--- config.mk ---
export PLATFORM = sky130hd
export DESIGN_NAME = sctcr_ctrl
export DESIGN_NICKNAME = d
export VERILOG_FILES = /design/src/rtl/sector_cache_tag_clock_replacement_assert.svh /design/src/rtl/sctcr_pkg.sv /design/src/rtl/sctcr_ctrl.sv
export SDC_FILE = /design/constraint.sdc
export NUM_CORES = 1
export LEC_CHECK = 0
export ABC_AREA = 1
export BUFFER_PORTS_ARGS = -buffer_cell sky130_fd_sc_hd__buf_2
export CAP_MARGIN = 20
export CORE_AREA = 5 5 42 44
export CTS_BUF_LIST = sky130_fd_sc_hd__clkbuf_16
export CTS_CLUSTER_DIAMETER = 120
export DETAILED_ROUTE_END_ITERATION = 7
export DIE_AREA = 0 0 47 49
export GPL_TIMING_DRIVEN = 1
export PLACE_DENSITY = 0.58
export SLEW_MARGIN = 30
export SYNTH_ARGS = -nofsm -noshare
export SYNTH_HDL_FRONTEND = slang
export SYNTH_SLANG_ARGS = --single-unit
--- constraint.sdc ---
create_clock -name i_clk -period 0.95 [get_ports i_clk]
set_input_delay 0.1425 -clock i_clk [delete_from_list [all_inputs] [get_ports i_clk]]
set_output_delay 0.1425 -clock i_clk [all_outputs]
set_load 0.05 [all_outputs]
--- src/rtl/sector_cache_tag_clock_replacement_assert.svh ---
// assertion macros for the sector cache tag store
`ifndef SECTOR_CACHE_TAG_CLOCK_REPLACEMENT_ASSERT_SVH
`define SECTOR_CACHE_TAG_CLOCK_REPLACEMENT_ASSERT_SVH

`ifndef ASSERT_OFF
`define SCTCR_ASSERT_IMPLIES(lbl, ante, cons) \
    lbl: assert property (@(posedge i_clk) disable iff (!i_rst_n) (ante) |-> (cons)) \
        else $error("sector cache assertion failed");
`define SCTCR_ASSERT_NEXT(lbl, ante, cons) \
    lbl: assert property (@(posedge i_clk) disable iff (!i_rst_n) (ante) |=> (cons)) \
        else $error("sector cache assertion failed");
`else
`define SCTCR_ASSERT_IMPLIES(lbl, ante, cons)
`define SCTCR_ASSERT_NEXT(lbl, ante, cons)
`endif

`endif

--- src/rtl/sctcr_pkg.sv ---
package sctcr_pkg;

    localparam int SLOT_COUNT_DEF   = 64;
    localparam int COUNTER_BITS_DEF = 8;

    localparam int CMD_W    = 2;
    localparam int SECTOR_W = 32;
    localparam int SLOT_W   = 6;

    localparam int IN_TDATA_W  = 32;
    localparam int IN_TUSER_W  = CMD_W;
    localparam int OUT_TDATA_W = 40;
    localparam int OUT_TUSER_W = 3;

    typedef enum logic [CMD_W-1:0] {
        CMD_READ  = 2'd0,
        CMD_WRITE = 2'd1,
        CMD_FLUSH = 2'd2
    } t_cmd;

    // commands from the controller to the datapath
    typedef struct packed {
        logic accept;
        logic compare;
        logic hit_upd;
        logic fill_empty;
        logic sweep_init;
        logic sweep_step;
        logic evict;
        logic flush_step;
    } t_dp_cmd;

    // status from the datapath to the controller
    typedef struct packed {
        logic in_flush;
        logic in_none;
        logic any_match;
        logic any_empty;
        logic victim_found;
        logic flush_last;
        logic out_free;
    } t_dp_stat;

endpackage

--- src/rtl/sctcr_ctrl.sv ---
module sctcr_ctrl (
    input  logic                i_clk,
    input  logic                i_rst_n,
    input  logic                i_valid,
    output logic                o_ready,
    input  sctcr_pkg::t_dp_stat i_stat,
    output sctcr_pkg::t_dp_cmd  o_cmd
);

    typedef enum logic [2:0] {
        ST_IDLE,
        ST_CMP,
        ST_RESOLVE,
        ST_SWEEP,
        ST_EVICT,
        ST_FLUSH
    } t_state;

    t_state r_state;
    t_state n_state;

    always_comb begin
        n_state = r_state;
        o_cmd   = '0;
        o_ready = (r_state == ST_IDLE);
        unique case (r_state)
            ST_IDLE: begin
                if (i_valid) begin
                    o_cmd.accept = 1'b1;
                    if (i_stat.in_flush) begin
                        n_state = ST_FLUSH;
                    end else if (!i_stat.in_none) begin
                        n_state = ST_CMP;
                    end
                end
            end
            ST_CMP: begin
                o_cmd.compare = 1'b1;
                n_state       = ST_RESOLVE;
            end
            ST_RESOLVE: begin
                if (i_stat.any_match) begin
                    if (i_stat.out_free) begin
                        o_cmd.hit_upd = 1'b1;
                        n_state       = ST_IDLE;
                    end
                end else if (i_stat.any_empty) begin
                    if (i_stat.out_free) begin
                        o_cmd.fill_empty = 1'b1;
                        n_state          = ST_IDLE;
                    end
                end else begin
                    o_cmd.sweep_init = 1'b1;
                    n_state          = ST_SWEEP;
                end
            end
            ST_SWEEP: begin
                if (i_stat.victim_found) begin
                    n_state = ST_EVICT;
                end else begin
                    o_cmd.sweep_step = 1'b1;
                end
            end
            ST_EVICT: begin
                if (i_stat.out_free) begin
                    o_cmd.evict = 1'b1;
                    n_state     = ST_IDLE;
                end
            end
            ST_FLUSH: begin
                if (i_stat.out_free) begin
                    o_cmd.flush_step = 1'b1;
                    if (i_stat.flush_last) begin
                        n_state = ST_IDLE;
                    end
                end
            end
            default: begin
                n_state = ST_IDLE;
            end
        endcase
    end

    always_ff @(posedge i_clk) begin
        if (!i_rst_n) begin
            r_state <= ST_IDLE;
        end else begin
            r_state <= n_state;
        end
    end

endmodule

# Word level (Yosys, flattened, before mapping)
# Index checks and enable logic that the tools add are counted.
dict set report totals {
  regBits 3
  input_bits 10
  out_inout_bits 9
  elab_cells 36
}
dict set report op_classes {
  eq_ne 10
  n_mux 23
  reduce_logical 2
}
# cell n
set op_table {}
lappend op_table {{$mux 3} 10}
lappend op_table {{$pmux 3 s6} 1}
lappend op_table {{$mux 1} 11}
lappend op_table {{$ne 2x2->1 const B} 4}
lappend op_table {{$eq 3x2->1 const B} 2}
lappend op_table {{$eq 3x3->1 const B} 2}
lappend op_table {{$reduce_and 5->1} 1}
lappend op_table {{$eq 3x1->1 const B} 1}
lappend op_table {{$logic_not 3->1} 1}
lappend op_table {{$ne 3x2->1 const B} 1}
lappend op_table {{$mux 2} 1}

# Depth between registers and ports, before layout
dict set report logic_depth {
  ltp_word 4
  ltp_mapped 7
}

# Worst setup path after synthesis
# Ideal clock, no wire load.
dict set report synth_timing {
  kind {reg-to-output}
  startpoint {register r_state[2]}
  endpoint {output o_cmd[0] in the netlist's numbering}
  t_arrival_ns 2.006
  required_ns 0.808
  slack_ns -1.199
  stages_incl_launch_ff 3
  path_buffers 0
  cell_sequence {dfxtp_1 > inv_2 > nor4_1}
}
# item line_no
set synth_lines {}
lappend synth_lines {{start: declaration} sctcr_ctrl.sv:19} ;# t_state r_state;
lappend synth_lines {{start signal: assignment} sctcr_ctrl.sv:88} ;# r_state <= n_state;
lappend synth_lines {{end: declaration} sctcr_ctrl.sv:7} ;# output sctcr_pkg::t_dp_cmd o_cmd

==> flow_metrics.tcl <==
set metrics [dict create \
    violations "setup timing" \
    grt_start_max_net_pins 6 \
    crit_type "reg -> out" \
    syn_to_final_growth_pct 190 \
    drt_iter0_drc 10 \
    antenna_found_initial 0 \
    synth_top_cell_by_area "dfxtp_1" \
    clock_skew_ns 0.00468 \
    crit_top_cell "nand3_4" \
    max_freq_ghz 0.763 \
    ys_top_cells_by_area "dfxtp_1, inv_1, nand2_1, nand3_1, nor2_1" \
    fp-row-count 14 \
    cts_buffers 3 \
    start_util 0.204 \
    timing.critical_path.buf_inv 4 \
    reg2regPathDepth 9 \
    dr.pass1.iters 4 \
    worst_pin_slew_ns 0.204 \
    ctsRootBufferMaster "clkbuf_16" \
    ir_drop_mv 2.33 \
    die_height_um 49 \
    postSynthCellCount 53 \
    wire_per_inst_um 10.8 \
    async_flop_share 0 \
    pre_cts_ws_ns -0.264 \
    fin_crit_ns 1.31 \
    h-tree-depth 1 \
    synth_area_per_cell_um2 5.41 \
    largest_reg_flops 3 \
    cts_tree "yes" \
    post-route-period-util 1.38 \
    r2r_slack_ns -0.26 \
    syn_area_um2 287 \
    grt_pass1_wl_um 1950 \
    cp_data_required_time_ns 0.81 \
    worstPathArrival_ns 1.17 \
    synth.most_common_cell "inv_1" \
    ys_top_cells_by_count "inv_1, nand2_1, nor2_1, nand3_1" \
    synth-edff-count 0 \
    clk_latency_ns 0.23 \
    cp_num_cells 6 \
    rsz0062_at_grt "yes" \
    place_congestion 0.797 \
    powerDensity_mw_per_mm2 3250 \
    synth_ff_type "dfxtp_1" \
    clk_pin_slew_ns 0.03 \
    remaining_drc_errors 0 \
    timing.critical_path.cells "inv_6 -> nand3_4 -> inv_4 -> nand3_4 -> clkinvlp_4 -> buf_8" \
    first_global_vias 442 \
    grt.total_usage 0.122 \
    worst_path_max_delay_cell "dfxtp_4" \
    die_w_um 47 \
    regMostFlops "r_state" \
    vias_per_cell 4.31 \
    die_area_mm2 0.00230 \
    synth_fp_nets 63 \
    cpPeakStageDelay_ns 0.36 \
    layout_setup_ws_ns -0.360 \
    hold_path_class "in -> reg" \
    ys_ff_latch 3 \
    timing.final.max_slew_violations 0 \
    rr_startpoint "r_state[0]" \
    fillCellCount 125 \
    wl_um 1160 \
    hold_violations 0 \
    endpoint_kind "primary output" \
    setup_viol_count_final 12 \
    slew_headroom 0.863 \
    synthDistinctLibCells 14 \
    finalPower_mw 2.70 \
    yosysSeqAreaShare 0.210 \
    crit_family "buffers and inverters" \
    synth.top_cell.area_share 0.210 \
    cp_max_fo 5 \
    ios 19 \
    clock-sinks 3 \
    reg.largest.list "r_state (3)" \
    diodes 0 \
    cts_buffer_depth 2 \
    ant_nets 0 \
    via_count 461 \
    reg2reg_to "r_state[1]" \
    cap_violations 0 \
    critPathCapture "o_cmd[3]" \
    min_from "i_rst_n" \
    crit_start "r_state[0]" \
    yosysWarnings 0 \
    io_buffer_count 18 \
    leakagePower_nw 0.396 \
    drive_above_1_share 0.692 \
    hold_buffers 0 \
    overflow 0 \
    final_nets 102 \
    coreArea_mm2 0.00140 \
    dpl.hpwl_um 847 \
    status "complete, but fails checks" \
    start_kind "flop" \
]
## stage by stage
| stage | hold slack [ns] | TNS (ns) | cells | utilization | instance area (µm²) |
|---|---|---|---|---|---|
| global route | 0.136 | -4.05 | 107 | 0.594 | 832 |
| detailed placement | 0.355 | -2.25 | 99 | 0.440 | 617 |
| finish | 0.119 | -3.33 | 107 | 0.594 | 832 |
| global placement | 0.347 | -2.19 | 99 | 0.440 | 617 |
| CTS | 0.122 | -3.45 | 107 | 0.590 | 827 |
| floorplan | 0.240 | -1.45 | 53 | - | 404 |
## routing by layer
layer / wire length (µm) / share of wire / vias up / track usage
met4: 27 / 0.023 / 0 / 0.0691
li1: - / - / 243 / -
met1: 413 / 0.36 / 198 / 0.143
met3: 99 / 0.086 / 4 / 0.0443
met2: 615 / 0.53 / 16 / 0.183
met5: 0 / 0 / - / 0
## cells by family after synthesis
group	after synthesis	synth area share
flip-flops	3	0.210
AND/OR/NAND/NOR	29	0.498
buffers and inverters	17	0.223
AO/OA/AOI/OAI	4	0.0698
## area by class of cell
type                       instances  area (µm²)  area share
tap                               16        20.0      0.0241
clock buffer                       3        75.1      0.0902
inverter                          17        95.1       0.114
multi-input combinational         33         273       0.328
sequential                         3        71.3      0.0857
clock inverter                     1        3.75     0.00451
timing repair buffer              34         294       0.353
## worst min-delay path by stage
stage	end	slack (ns)	depth (start not counted)
3_5_place_dp	r_state[1]	0.35	3
4_1_cts	r_state[1]	0.12	3
3_3_place_gp	r_state[1]	0.35	3
6_report	r_state[1]	0.12	3
5_1_grt	r_state[1]	0.14	3
2_1_floorplan	r_state[1]	0.24	2
## where the power goes
part	total, mW	internal, mW	switching (mW)
clock	0.668	0.544	0.125
combinational	1.72	0.723	0.996
sequential	0.315	0.208	0.107
total	2.70	1.47	1.23
## tightest hold or removal path: cells and delay by family
| kind | cells | cell delay [ns] |
|---|---|---|
| buffers and inverters | 2 | 0.13 |
| AND/OR/NAND/NOR | 1 | 0.05 |
## placed cells by master, fill, tap and decap left out, types with 3 or more instances in the layout
master      count
a21oi_1         3
buf_2           9
buf_4          15
buf_6           5
buf_8           4
clkbuf_16       3
clkinvlp_4      3
dfxtp_4         3
inv_1          11
nand2_1         7
nor2_2          3
## what timing repair did
action	in CTS	in global routing
buffers inserted	4	0
setup endpoints to repair	12	12
pin swaps	9	1
gates resized for setup	31	2
Note: power is estimated with default switching activity, not from simulation.
